===== src/rtl/core/cpfa_pkg.sv =====
`timescale 1ns / 1ps
package cpfa_pkg;

  // Frame count is a power of two so that clock order slots wrap by truncation.
  localparam int FRAME_BITS = 6;
  localparam int NUM_FRAMES = 1 << FRAME_BITS;
  localparam int CNT_BITS   = FRAME_BITS + 1;
  localparam int BLOCK_BITS = 16;

  localparam logic [CNT_BITS-1:0] FRAMES_RESET = CNT_BITS'(NUM_FRAMES);
  localparam logic [CNT_BITS-1:0] FRAMES_MIN   = CNT_BITS'(2);

  localparam logic [1:0] CMD_ALLOC   = 2'd0;
  localparam logic [1:0] CMD_ACCESS  = 2'd1;
  localparam logic [1:0] CMD_RELEASE = 2'd2;

  typedef struct packed {
    logic [1:0]            cmd;
    logic [FRAME_BITS-1:0] frame;
    logic                  write_access;
    logic                  backing_kind;
    logic [BLOCK_BITS-1:0] backing_block;
  } in_item_t;

  typedef struct packed {
    logic                  status;
    logic [FRAME_BITS-1:0] granted_frame;
    logic                  victim_valid;
    logic                  victim_writeback;
    logic                  victim_kind;
    logic [BLOCK_BITS-1:0] victim_block;
  } out_item_t;

  typedef struct packed {
    logic                  used;
    logic                  referenced;
    logic                  dirty;
    logic                  kind;
    logic [BLOCK_BITS-1:0] block;
  } frame_entry_t;

  typedef enum logic [3:0] {
    ST_IDLE,
    ST_SCAN,
    ST_EV_HEAD,
    ST_EV_FRAME,
    ST_EV_CHECK,
    ST_GRANT,
    ST_FRAME_RD,
    ST_FRAME_CHK,
    ST_COMPACT,
    ST_FINISH
  } state_t;

endpackage


===== src/rtl/core/cpfa_ram.sv =====
`timescale 1ns / 1ps
module cpfa_ram #(
  parameter int WIDTH = 8,
  parameter int DEPTH = 64
) (
  input  logic                     clk,
  input  logic                     we,
  input  logic [$clog2(DEPTH)-1:0] waddr,
  input  logic [WIDTH-1:0]         wdata,
  input  logic                     re,
  input  logic [$clog2(DEPTH)-1:0] raddr,
  output logic [WIDTH-1:0]         rdata
);

  logic [WIDTH-1:0] mem [DEPTH];

  always_ff @(posedge clk) begin
    if (we) begin
      mem[waddr] <= wdata;
    end
  end

  always_ff @(posedge clk) begin
    if (re) begin
      rdata <= mem[raddr];
    end
  end

endmodule


===== src/rtl/core/clock_page_frame_allocator.sv =====
`timescale 1ns / 1ps
// Access updates the entry of a live frame; release also compacts the clock order;
// allocate scans for a free frame and, when none is free, walks the clock order from
// its head, giving second chances until it finds an unreferenced entry, the victim.
// One transaction at a time: in_stall is high until the result is loaded into the
// output register, so a new item is accepted only once the previous result is loaded.
// Reset (synchronous, rst_n low) returns frames_r to 64.
module clock_page_frame_allocator (
  input  logic                                clk,
  input  logic                                rst_n,
  input  logic                                in_valid,
  output logic                                in_stall,
  input  cpfa_pkg::in_item_t                  in_data,
  output logic                                out_valid,
  input  logic                                out_stall,
  output cpfa_pkg::out_item_t                 out_data,
  input  logic                                cfg_we,
  input  logic [cpfa_pkg::CNT_BITS-1:0]       cfg_wdata
);

  import cpfa_pkg::*;

  state_t                state_r, state_nxt;
  in_item_t              item_r, item_nxt;
  out_item_t             res_r, res_nxt;
  out_item_t             out_data_r, out_data_nxt;
  logic                  out_valid_r, out_valid_nxt;
  logic [FRAME_BITS-1:0] g_r, g_nxt;
  logic [FRAME_BITS-1:0] head_r, head_nxt;
  logic [CNT_BITS-1:0]   count_r, count_nxt;
  logic [CNT_BITS-1:0]   scan_i_r, scan_i_nxt;
  logic                  scan_pend_r, scan_pend_nxt;
  logic [FRAME_BITS-1:0] scan_addr_r, scan_addr_nxt;
  logic [CNT_BITS-1:0]   cmp_k_r, cmp_k_nxt;
  logic [CNT_BITS-1:0]   cmp_w_r, cmp_w_nxt;
  logic                  cmp_pend_r, cmp_pend_nxt;
  logic [CNT_BITS-1:0]   frames_r;
  logic [NUM_FRAMES-1:0] fvalid_r;
  logic                  rd_fvalid_r;

  logic                  f_we, f_re;
  logic [FRAME_BITS-1:0] f_waddr, f_raddr;
  frame_entry_t          f_wdata, f_rdata;
  logic                  o_we, o_re;
  logic [FRAME_BITS-1:0] o_waddr, o_raddr, o_wdata, o_rdata;

  logic                  in_accept;
  logic                  out_free;
  logic [CNT_BITS-1:0]   n_act;
  logic                  frame_live;
  logic                  scan_found;
  logic                  scan_more;
  logic                  cmp_more;

  cpfa_ram #(.WIDTH($bits(frame_entry_t)), .DEPTH(NUM_FRAMES)) u_frame_ram (
    .clk   (clk),
    .we    (f_we),
    .waddr (f_waddr),
    .wdata (f_wdata),
    .re    (f_re),
    .raddr (f_raddr),
    .rdata (f_rdata)
  );

  cpfa_ram #(.WIDTH(FRAME_BITS), .DEPTH(NUM_FRAMES)) u_order_ram (
    .clk   (clk),
    .we    (o_we),
    .waddr (o_waddr),
    .wdata (o_wdata),
    .re    (o_re),
    .raddr (o_raddr),
    .rdata (o_rdata)
  );

  assign in_stall  = (state_r != ST_IDLE);
  assign in_accept = in_valid && !in_stall;
  assign out_valid = out_valid_r;
  assign out_data  = out_data_r;
  assign out_free  = !out_valid_r || !out_stall;

  assign n_act = (frames_r < FRAMES_MIN) ? FRAMES_MIN :
                 (frames_r > FRAMES_RESET) ? FRAMES_RESET : frames_r;

  // Frame 0 is never read; an entry never written reads as not live, as its fvalid_r bit is clear.
  assign frame_live = rd_fvalid_r && f_rdata.used;
  assign scan_found = scan_pend_r && !frame_live;
  assign scan_more  = (scan_i_r < n_act);
  assign cmp_more   = (cmp_k_r < count_r);

  always_comb begin
    state_nxt = state_r;
    case (state_r)
      ST_IDLE: begin
        if (in_accept) begin
          if (in_data.cmd == CMD_ALLOC) begin
            state_nxt = ST_SCAN;
          end else if ((in_data.cmd inside {CMD_ACCESS, CMD_RELEASE}) &&
                       (in_data.frame != '0)) begin
            state_nxt = ST_FRAME_RD;
          end else begin
            state_nxt = ST_FINISH;
          end
        end
      end
      ST_SCAN: begin
        if (scan_found) begin
          state_nxt = ST_GRANT;
        end else if (!scan_more) begin
          state_nxt = ST_EV_HEAD;
        end
      end
      ST_EV_HEAD: begin
        state_nxt = (count_r == '0) ? ST_FINISH : ST_EV_FRAME;
      end
      ST_EV_FRAME: state_nxt = ST_EV_CHECK;
      ST_EV_CHECK: begin
        state_nxt = f_rdata.referenced ? ST_EV_HEAD : ST_GRANT;
      end
      ST_GRANT:    state_nxt = ST_FINISH;
      ST_FRAME_RD: state_nxt = ST_FRAME_CHK;
      ST_FRAME_CHK: begin
        state_nxt = (frame_live && item_r.cmd == CMD_RELEASE) ? ST_COMPACT : ST_FINISH;
      end
      ST_COMPACT: begin
        if (!cmp_more && !cmp_pend_r) begin
          state_nxt = ST_FINISH;
        end
      end
      ST_FINISH: begin
        if (out_free) begin
          state_nxt = ST_IDLE;
        end
      end
      default: state_nxt = ST_IDLE;
    endcase
  end

  always_comb begin
    item_nxt      = item_r;
    res_nxt       = res_r;
    g_nxt         = g_r;
    head_nxt      = head_r;
    count_nxt     = count_r;
    scan_i_nxt    = scan_i_r;
    scan_pend_nxt = scan_pend_r;
    scan_addr_nxt = scan_addr_r;
    cmp_k_nxt     = cmp_k_r;
    cmp_w_nxt     = cmp_w_r;
    cmp_pend_nxt  = cmp_pend_r;
    out_valid_nxt = out_valid_r && out_stall;
    out_data_nxt  = out_data_r;
    f_we          = 1'b0;
    f_waddr       = g_r;
    f_wdata       = f_rdata;
    f_re          = 1'b0;
    f_raddr       = item_r.frame;
    o_we          = 1'b0;
    o_waddr       = head_r + count_r[FRAME_BITS-1:0];
    o_wdata       = g_r;
    o_re          = 1'b0;
    o_raddr       = head_r;
    case (state_r)
      ST_IDLE: begin
        if (in_accept) begin
          item_nxt      = in_data;
          res_nxt       = '0;
          scan_i_nxt    = CNT_BITS'(1);
          scan_pend_nxt = 1'b0;
        end
      end
      ST_SCAN: begin
        scan_pend_nxt = 1'b0;
        if (scan_found) begin
          g_nxt = scan_addr_r;
        end else if (scan_more) begin
          f_re          = 1'b1;
          f_raddr       = scan_i_r[FRAME_BITS-1:0];
          scan_addr_nxt = scan_i_r[FRAME_BITS-1:0];
          scan_i_nxt    = scan_i_r + CNT_BITS'(1);
          scan_pend_nxt = 1'b1;
        end
      end
      ST_EV_HEAD: begin
        if (count_r == '0) begin
          res_nxt.status = 1'b1;
        end else begin
          o_re = 1'b1;
        end
      end
      ST_EV_FRAME: begin
        f_re    = 1'b1;
        f_raddr = o_rdata;
        g_nxt   = o_rdata;
      end
      ST_EV_CHECK: begin
        head_nxt = head_r + FRAME_BITS'(1);
        if (f_rdata.referenced) begin
          // Second chance: drop the mark and rotate the head frame to the tail.
          f_we               = 1'b1;
          f_wdata.referenced = 1'b0;
          o_we               = 1'b1;
        end else begin
          res_nxt.victim_valid     = 1'b1;
          res_nxt.victim_writeback = f_rdata.dirty;
          res_nxt.victim_kind      = f_rdata.kind;
          res_nxt.victim_block     = f_rdata.block;
          count_nxt                = count_r - CNT_BITS'(1);
        end
      end
      ST_GRANT: begin
        f_we                  = 1'b1;
        f_wdata.used          = 1'b1;
        f_wdata.referenced    = 1'b1;
        f_wdata.dirty         = item_r.write_access;
        f_wdata.kind          = item_r.backing_kind;
        f_wdata.block         = item_r.backing_block;
        o_we                  = 1'b1;
        count_nxt             = count_r + CNT_BITS'(1);
        res_nxt.granted_frame = g_r;
      end
      ST_FRAME_RD: begin
        f_re = 1'b1;
      end
      ST_FRAME_CHK: begin
        f_waddr = item_r.frame;
        if (frame_live) begin
          case (item_r.cmd)
            CMD_ACCESS: begin
              f_we               = 1'b1;
              f_wdata.referenced = 1'b1;
              f_wdata.dirty      = f_rdata.dirty | item_r.write_access;
            end
            CMD_RELEASE: begin
              f_we               = 1'b1;
              f_wdata.used       = 1'b0;
              f_wdata.referenced = 1'b0;
              f_wdata.dirty      = 1'b0;
              cmp_k_nxt          = '0;
              cmp_w_nxt          = '0;
              cmp_pend_nxt       = 1'b0;
            end
            default: ;
          endcase
        end
      end
      ST_COMPACT: begin
        // Read slot k while writing back the kept entry at slot w (w < k).
        if (cmp_pend_r && (o_rdata != item_r.frame)) begin
          o_we      = 1'b1;
          o_waddr   = head_r + cmp_w_r[FRAME_BITS-1:0];
          o_wdata   = o_rdata;
          cmp_w_nxt = cmp_w_r + CNT_BITS'(1);
        end
        cmp_pend_nxt = 1'b0;
        if (cmp_more) begin
          o_re         = 1'b1;
          o_raddr      = head_r + cmp_k_r[FRAME_BITS-1:0];
          cmp_k_nxt    = cmp_k_r + CNT_BITS'(1);
          cmp_pend_nxt = 1'b1;
        end else if (!cmp_pend_r) begin
          count_nxt = cmp_w_r;
        end
      end
      ST_FINISH: begin
        if (out_free) begin
          out_valid_nxt = 1'b1;
          out_data_nxt  = res_r;
        end
      end
      default: ;
    endcase
  end

  always_ff @(posedge clk) begin
    if (!rst_n) begin
      state_r     <= ST_IDLE;
      out_valid_r <= 1'b0;
      head_r      <= '0;
      count_r     <= '0;
      scan_pend_r <= 1'b0;
      cmp_pend_r  <= 1'b0;
      frames_r    <= FRAMES_RESET;
      fvalid_r    <= '0;
    end else begin
      state_r     <= state_nxt;
      out_valid_r <= out_valid_nxt;
      head_r      <= head_nxt;
      count_r     <= count_nxt;
      scan_pend_r <= scan_pend_nxt;
      cmp_pend_r  <= cmp_pend_nxt;
      if (cfg_we) begin
        frames_r <= cfg_wdata;
      end
      if (f_we) begin
        fvalid_r[f_waddr] <= 1'b1;
      end
    end
  end

  always_ff @(posedge clk) begin
    item_r      <= item_nxt;
    res_r       <= res_nxt;
    out_data_r  <= out_data_nxt;
    g_r         <= g_nxt;
    scan_i_r    <= scan_i_nxt;
    scan_addr_r <= scan_addr_nxt;
    cmp_k_r     <= cmp_k_nxt;
    cmp_w_r     <= cmp_w_nxt;
    if (f_re) begin
      rd_fvalid_r <= fvalid_r[f_raddr];
    end
  end

`ifndef SYNTHESIS
  a_count_bound: assert property (@(posedge clk) disable iff (!rst_n)
    count_r <= CNT_BITS'(NUM_FRAMES - 1))
    else $error("clock order count exceeds the number of grantable frames");

  a_grant_room: assert property (@(posedge clk) disable iff (!rst_n)
    (state_r == ST_GRANT) |-> (count_r < CNT_BITS'(NUM_FRAMES - 1)) && (g_r != '0))
    else $error("grant of reserved frame or with a full clock order");

  a_fail_clean: assert property (@(posedge clk) disable iff (!rst_n)
    (out_valid_r && out_data_r.status) |->
      (out_data_r.granted_frame == '0) && !out_data_r.victim_valid)
    else $error("failed allocate reports a frame or a victim");

  a_result_load: assert property (@(posedge clk) disable iff (!rst_n)
    (state_r == ST_FINISH && out_free) |=> out_valid_r && (state_r == ST_IDLE))
    else $error("result not loaded when leaving finish");
`endif

endmodule


===== config.mk =====
export PLATFORM = sky130hd
export DESIGN_NAME = clock_page_frame_allocator
export DESIGN_NICKNAME = d
export VERILOG_FILES = /design/src/rtl/core/cpfa_pkg.sv /design/src/rtl/core/cpfa_ram.sv /design/src/rtl/core/clock_page_frame_allocator.sv
export SDC_FILE = /design/constraint.sdc
export NUM_CORES = 2
export LEC_CHECK = 0
export ABC_CLOCK_PERIOD_IN_PS = 4000
export BUFFER_PORTS_ARGS = -buffer_cell sky130_fd_sc_hd__buf_2
export CELL_PAD_IN_SITES_DETAIL_PLACEMENT = 2
export CELL_PAD_IN_SITES_GLOBAL_PLACEMENT = 2
export CORE_ASPECT_RATIO = 0.8
export CORE_MARGIN = 1
export CORE_UTILIZATION = 41
export CTS_CLUSTER_DIAMETER = 100
export DETAILED_ROUTE_END_ITERATION = 8
export PLACE_DENSITY = 0.83
export SLEW_MARGIN = 40
export SYNTH_ARGS = -nofsm -noshare
export SYNTH_HDL_FRONTEND = slang
export SYNTH_SLANG_ARGS = --single-unit

===== constraint.sdc =====
create_clock -name clk -period 4 [get_ports clk]
set_input_delay 0.4 -clock clk [delete_from_list [all_inputs] [get_ports clk]]
set_output_delay 0.4 -clock clk [all_outputs]
set_load 0.1 [all_outputs]

==> out/results.tsv, run 1 <==
metric	value	unit
outcome	stopped before the end	
Failed at	global routing	
first error	[ERROR GRT-0232] Routing congestion too high. Check the congestion heatmap in the GUI.	
syn_area_per_cell	13.6	um2
total grt overflow	124	
Netlist Area Pre-Place	0.0769	mm2
Post-synth EDFFs	1802	
post-GRT worst EP	u_frame_ram.rdata[17]$_DFFE_PP_/D	
DP HPWL	225000	um
CTS Buf Count	187	
Post-DP Area	0.0856	mm2
Main synth FF type	edfxtp_1	
register area share after synthesis	72.8	%
# H-tree levels	4	
Clock Path Buffers	3	
Die W	486	um
yosys warns	0	
die height	389	um
worst slack at placement	-1.59	ns
I/O pins	66	
post-synthesis async set-or-reset flop share	0	%
Num Clock Sinks	1893	
cell count after synthesis	5650	
worst_ep kind	sequential cell input	
syn_nets	5731	
Starting Density	41.5	%
global-route usage over all layers	77.6	%
CTS root buf	clkbuf_16	
PortBufs	65	
routability cong.	0.914	
largest net degree at the start of global routing	65	
row cnt	141	
initial antenna violation count	85	
Netlist cell types	83	
Seq cells post-synth	1893	
==> repair_timing <==
| action | CTS |
|---|---|
| hold buffers | 38 |
| endpoints found under the hold margin | 34 |
| setup buffers | 102 |
| resized for setup | 576 |
| cloned | 24 |
| setup endpoints to repair | 499 |
| pin swaps | 106 |
==> through the flow <==
stage               cells  TNS (ns)  hold slack [ns]
floorplan            5650         0            0.400
global placement     8548    -19.18            0.404
detailed placement   8549    -61.33            0.413
CTS                  9055    -19.52          0.00269
==> Yosys cell counts (28+ instances only) <==
master | instances | area (um2)
edfxtp_1 | 1802 | 54100
buf_2 | 104 | 521
a2111oi_0 | 48 | 420
mux2i_1 | 126 | 1260
nand4_1 | 52 | 325
nor4_1 | 49 | 307
inv_1 | 28 | 105
and3_1 | 227 | 1420
buf_1 | 30 | 113
a22o_1 | 45 | 394
ha_1 | 39 | 488
xnor2_1 | 32 | 280
o21a_1 | 68 | 510
a221oi_1 | 40 | 350
o21ai_0 | 93 | 465
a211oi_1 | 205 | 1540
dfxtp_1 | 91 | 1820
nor2_1 | 216 | 811
nand2_1 | 1073 | 4030
nor3_1 | 33 | 165
o22ai_1 | 35 | 219
a21oi_1 | 382 | 1910
and2_1 | 36 | 225
a31oi_1 | 53 | 332
clkbuf_1 | 208 | 781
nand3_1 | 189 | 946
==> cell families after synthesis <==
family                     after synthesis  synth area share (%)
DFF                                   1893                  72.8
and+or+nand+nor                       1974                  11.7
AOI/OAI and AO/OA                     1161                  10.1
buffers and inverters                  397                  2.29
xor gates and xnor gates                47                 0.536
adders and majority gates               43                 0.739
muxes                                  135                  1.77
==> layer usage <==
metal | global-route usage (%) | overflow
met3 | 71.7 | 1
met2 | 86.4 | 57
met5 | 53.6 | 0
met4 | 74.9 | 64
met1 | 77.0 | 2
==> inputs of run 2 (changes only) <==
==> config.mk (replaced) <==
export PLATFORM = sky130hd
export DESIGN_NAME = clock_page_frame_allocator
export DESIGN_NICKNAME = d
export VERILOG_FILES = /design/src/rtl/core/cpfa_pkg.sv /design/src/rtl/core/cpfa_ram.sv /design/src/rtl/core/clock_page_frame_allocator.sv
export SDC_FILE = /design/constraint.sdc
export NUM_CORES = 2
export LEC_CHECK = 0
export ABC_CLOCK_PERIOD_IN_PS = 5200
export BUFFER_PORTS_ARGS = -buffer_cell sky130_fd_sc_hd__buf_2
export CORE_MARGIN = 1
export CORE_UTILIZATION = 40
export DETAILED_ROUTE_END_ITERATION = 8
export PLACE_DENSITY_LB_ADDON = 0.15
export SLEW_MARGIN = 40
export SYNTH_ARGS = -nofsm -noshare
export SYNTH_HDL_FRONTEND = slang
export SYNTH_SLANG_ARGS = --single-unit
==> constraint.sdc (replaced) <==
create_clock -name clk -period 5.2 [get_ports clk]
set_input_delay 0.52 -clock clk [delete_from_list [all_inputs] [get_ports clk]]
set_output_delay 0.52 -clock clk [all_outputs]
set_load 0.1 [all_outputs]
==> run 2 against run 1 <==
Against the previous run:
- the flow now finishes without violations
- synthesized cell count did not move
- area after synthesis did not move
==> out/results.tsv, run 2 <==
metric	value	unit	change
outcome	complete, no violations		was stopped before the end
Tcrit/Tclk final	97.4	%	
PwrDens	584	mW/mm2	
dpl cells	8218		was 8549
Worst Setup Slack, final	0.135	ns	
worst slack at placement	0.00979	ns	was -1.59 ns
post-synthesis mux area share	1.77	%	unchanged
Clock Path Buffers	3		unchanged
critical path peak fanout	32		
Max-Cap Viols	0		
RR Startpoint	frames_r[2]		
Critical-path top delay cell	or4b_4		
Post-DP Area	0.0824	mm2	was 0.0856 mm2
Simple-Gate Fraction of Synth Area	11.7	%	unchanged
Setup violations, final	0		
Layout Skew	0.0692	ns	
Main synth FF type	edfxtp_1		unchanged
Synth area leader	edfxtp_1		unchanged
max reg flops	1280		
CP startpoint kind	flop		
CTS Buf Count	200		was 187
Netlist cell types	83		unchanged
Req. time, crit path	5.79	ns	
min cycle time layout	5.07	ns	
row cnt	160		was 141
vias in the first global route	47200		
Die W	440	um	was 486 um
adder-cell share of the synthesized area	0.739	%	unchanged
die height	440	um	was 389 um
syn_area_per_cell	13.6	um2	unchanged
Critical Setup Path Class	flop to flop		
Worst-path clk slew	0.06	ns	
hold path start	cfg_wdata[1]		
CP cell instances	nor4_4 > o21ai_0 > ha_1 > or4b_4 > a211oi_4 > o41ai_2 > o21ai_4 > nand2_8 > buf_12 > buf_12 > buf_4 > nand2_1 > a21oi_1 > o21ai_0 > a21oi_1 > buf_4 > or4_1		
hold endpoint	frames_r[1]		
Starting DRT DRC Count	4989		
Worst EP arrival	5.65	ns	
I/O pins	66		unchanged
top cell type's share of synthesized area	70.4	%	unchanged
CTS root buf	clkbuf_16		unchanged
Skew-Pair Late Insertion Delay	0.85	ns	
FF-to-FF setup slack	0.13	ns	
TritonCTS clock tree	done		
fmax	0.197	GHz	
grt met3 use	3.43	%	
main combinational cell family by area after synthesis	simple AND/OR/NAND/NOR gates		unchanged
Core Box Area	0.191	mm2	
register area share after synthesis	72.8	%	unchanged
Top Registers	u_frame_ram.mem: 1280 flops, u_order_ram.mem: 384 flops, fvalid_r: 64 flops		
Reg2Reg Capture Point	u_frame_ram.rdata[15]		
XOR/XNOR Fraction of Synth Area	0.536	%	unchanged
Die Area	0.194	mm2	
Top reg by flops	u_frame_ram.mem		
router iterations before antenna repair	8		
wire per inst	27.5	um	
Worst slew margin	36.4	%	
Num Clock Sinks	1893		unchanged
DRC Markers	0		
Post-synth EDFFs	1802		unchanged
Register-to-Register Path Depth	17		
total grt overflow	0		
first-pass GRT wire length	341000	um	
routability cong.	0.882		was 0.914
commonest non-fill, non-tap cell in the layout	edfxtp_1		
Worst Path Buf+Inv	4		
most common cell in the synthesized netlist	edfxtp_1		unchanged
hold path depth	3		
leakage	30.4	nW	
Via density	5.71		
VDD IR max	360	uV	
Vias	49200		
final wirelength	237000	um	
yosys warns	0		unchanged
Compound-Gate Fraction of Synth Area	10.1	%	unchanged
most frequent cells after synthesis	edfxtp_1, nand2_1, a21oi_1		unchanged
post-synthesis async set-or-reset flop share	0	%	unchanged
Netlist Area Pre-Place	0.0769	mm2	unchanged
crit end category	flop		
global routing's busiest layer	met2		
# H-tree levels	4		unchanged
cell count after synthesis	5650		unchanged
initial antenna violation count	2		
Final Instance Area	0.0893	mm2	
Fin. Hold Viols	0		
global-route usage over all layers	24.1	%	
non-filler instance count after layout	8624		
leading post-synthesis cells by cell area	edfxtp_1, nand2_1, a21oi_1		unchanged
PortBufs	65		unchanged
GR Util met2	38.1	%	
DP HPWL	150000	um	was 225000 um
area delta synth->final	16.2	%	
Starting Density	40.3	%	was 41.5%
GR Util met1	34.4	%	
CP max stage delay	0.50	ns	
net total in the final layout	6023		
Worst-Margin Slew	0.945	ns	
Seq cells post-synth	1893		unchanged
# fillers	16700		
Routed Antenna Nets	0		
layout cells sized above 1	14.3	%	
commonest cells after routing, fill and taps aside	edfxtp_1, nand2_1, a21oi_1		
critical path's top delay family	compound AO/OA/AOI/OAI gates		
largest net degree at the start of global routing	102		
Hold Path Class	primary input to flop		
Final Slew Violations	0		
syn_nets	5731		unchanged
[run 2: cell counts after synthesis]
Identical to the previous run, type by type.
[run 2: metrics by stage]
step | hold slack, ns | TNS (ns) | power (mW) | util [%]
after floorplan | 0.400 | 0 | 29.4 | -
final | 0.0387 | 0 | 52.1 | 46.9
after global placement | 0.406 | -0.391 | 38.1 | 43.2
after detailed placement | 0.405 | 0 | 38.2 | 43.3
after CTS | 0.00138 | 0 | 52.2 | 46.8
after global routing | 0.0123 | -0.00295 | 54.1 | 46.9
[run 2: tightest hold or removal path: cells and delay by family]
kind | cells | cell delay (ns)
multiplexers | 1 | 0.08
AND/OR/NAND/NOR | 1 | 0.11
buffers and inverters | 1 | 0.13
[run 2: worst max path at each step]
stage,startpoint,to,slack [ns],depth (start not counted)
after global routing,frames_r[2],u_frame_ram.rdata[7],-0.003,17
after detailed placement,frames_r[2],u_frame_ram.rdata[14],0.01,16
after CTS,frames_r[2],u_frame_ram.rdata[19],0.02,15
final,frames_r[2],u_frame_ram.rdata[15],0.13,17
after floorplan,state_r[1],u_frame_ram.mem[0][17],0.81,5
after global placement,frames_r[2],u_frame_ram.rdata[19],-0.31,15
[run 2: per-layer routing]
metal  share of wire, %  up-vias  wire length (um)
li1                   -    22100                 -
met2                 47     1648            110000
met1                 44    25200            104000
met3                6.3      325             14900
met5             0.0076        -                18
met4                2.9        2              6930
[run 2: cell type report]
type | instances | area (um2) | share of cell area (%)
Timing Repair Buffer | 459 | 3980 | 4.46
Tap cell | 2511 | 3140 | 3.52
Clock buffer | 286 | 5580 | 6.25
Multi-Input combinational cell | 3360 | 19700 | 22.0
Antenna cell | 1 | 2.50 | 0.00280
Clock inverter | 86 | 892 | 0.999
Sequential cell | 1893 | 55900 | 62.6
Inverter | 28 | 105 | 0.118
[run 2: repair_timing]
action / in CTS / in global routing
hold endpoints to repair: 30 / 0
gates resized for setup: 1 / 12
hold buffers: 28 / 0
setup buffers: 0 / 4
pin swaps: 0 / 2
cloned: 0 / 0
setup endpoints to repair: 1 / 10
[run 2: power breakdown]
group / switching [mW] / internal (mW)
clock network: 6.02 / 8.03
logic: 13.1 / 5.47
registers: 0.479 / 19.0
[run 2: logic make-up (layout without fill, tap and decap cells)]
| logic type | count (synthesis) | in the layout |
|---|---|---|
| AO/OA/AOI/OAI | 1161 | 1161 |
| XOR/XNOR | 47 | 47 |
| multiplexers | 135 | 135 |
| AND/OR/NAND/NOR | 1974 | 1974 |
| other | 0 | 1 |
| buffers and inverters | 397 | 859 |
| adder cells (fa/ha/maj) | 43 | 43 |
| flip-flops | 1893 | 1893 |
Power figures use the tool's default switching activity.
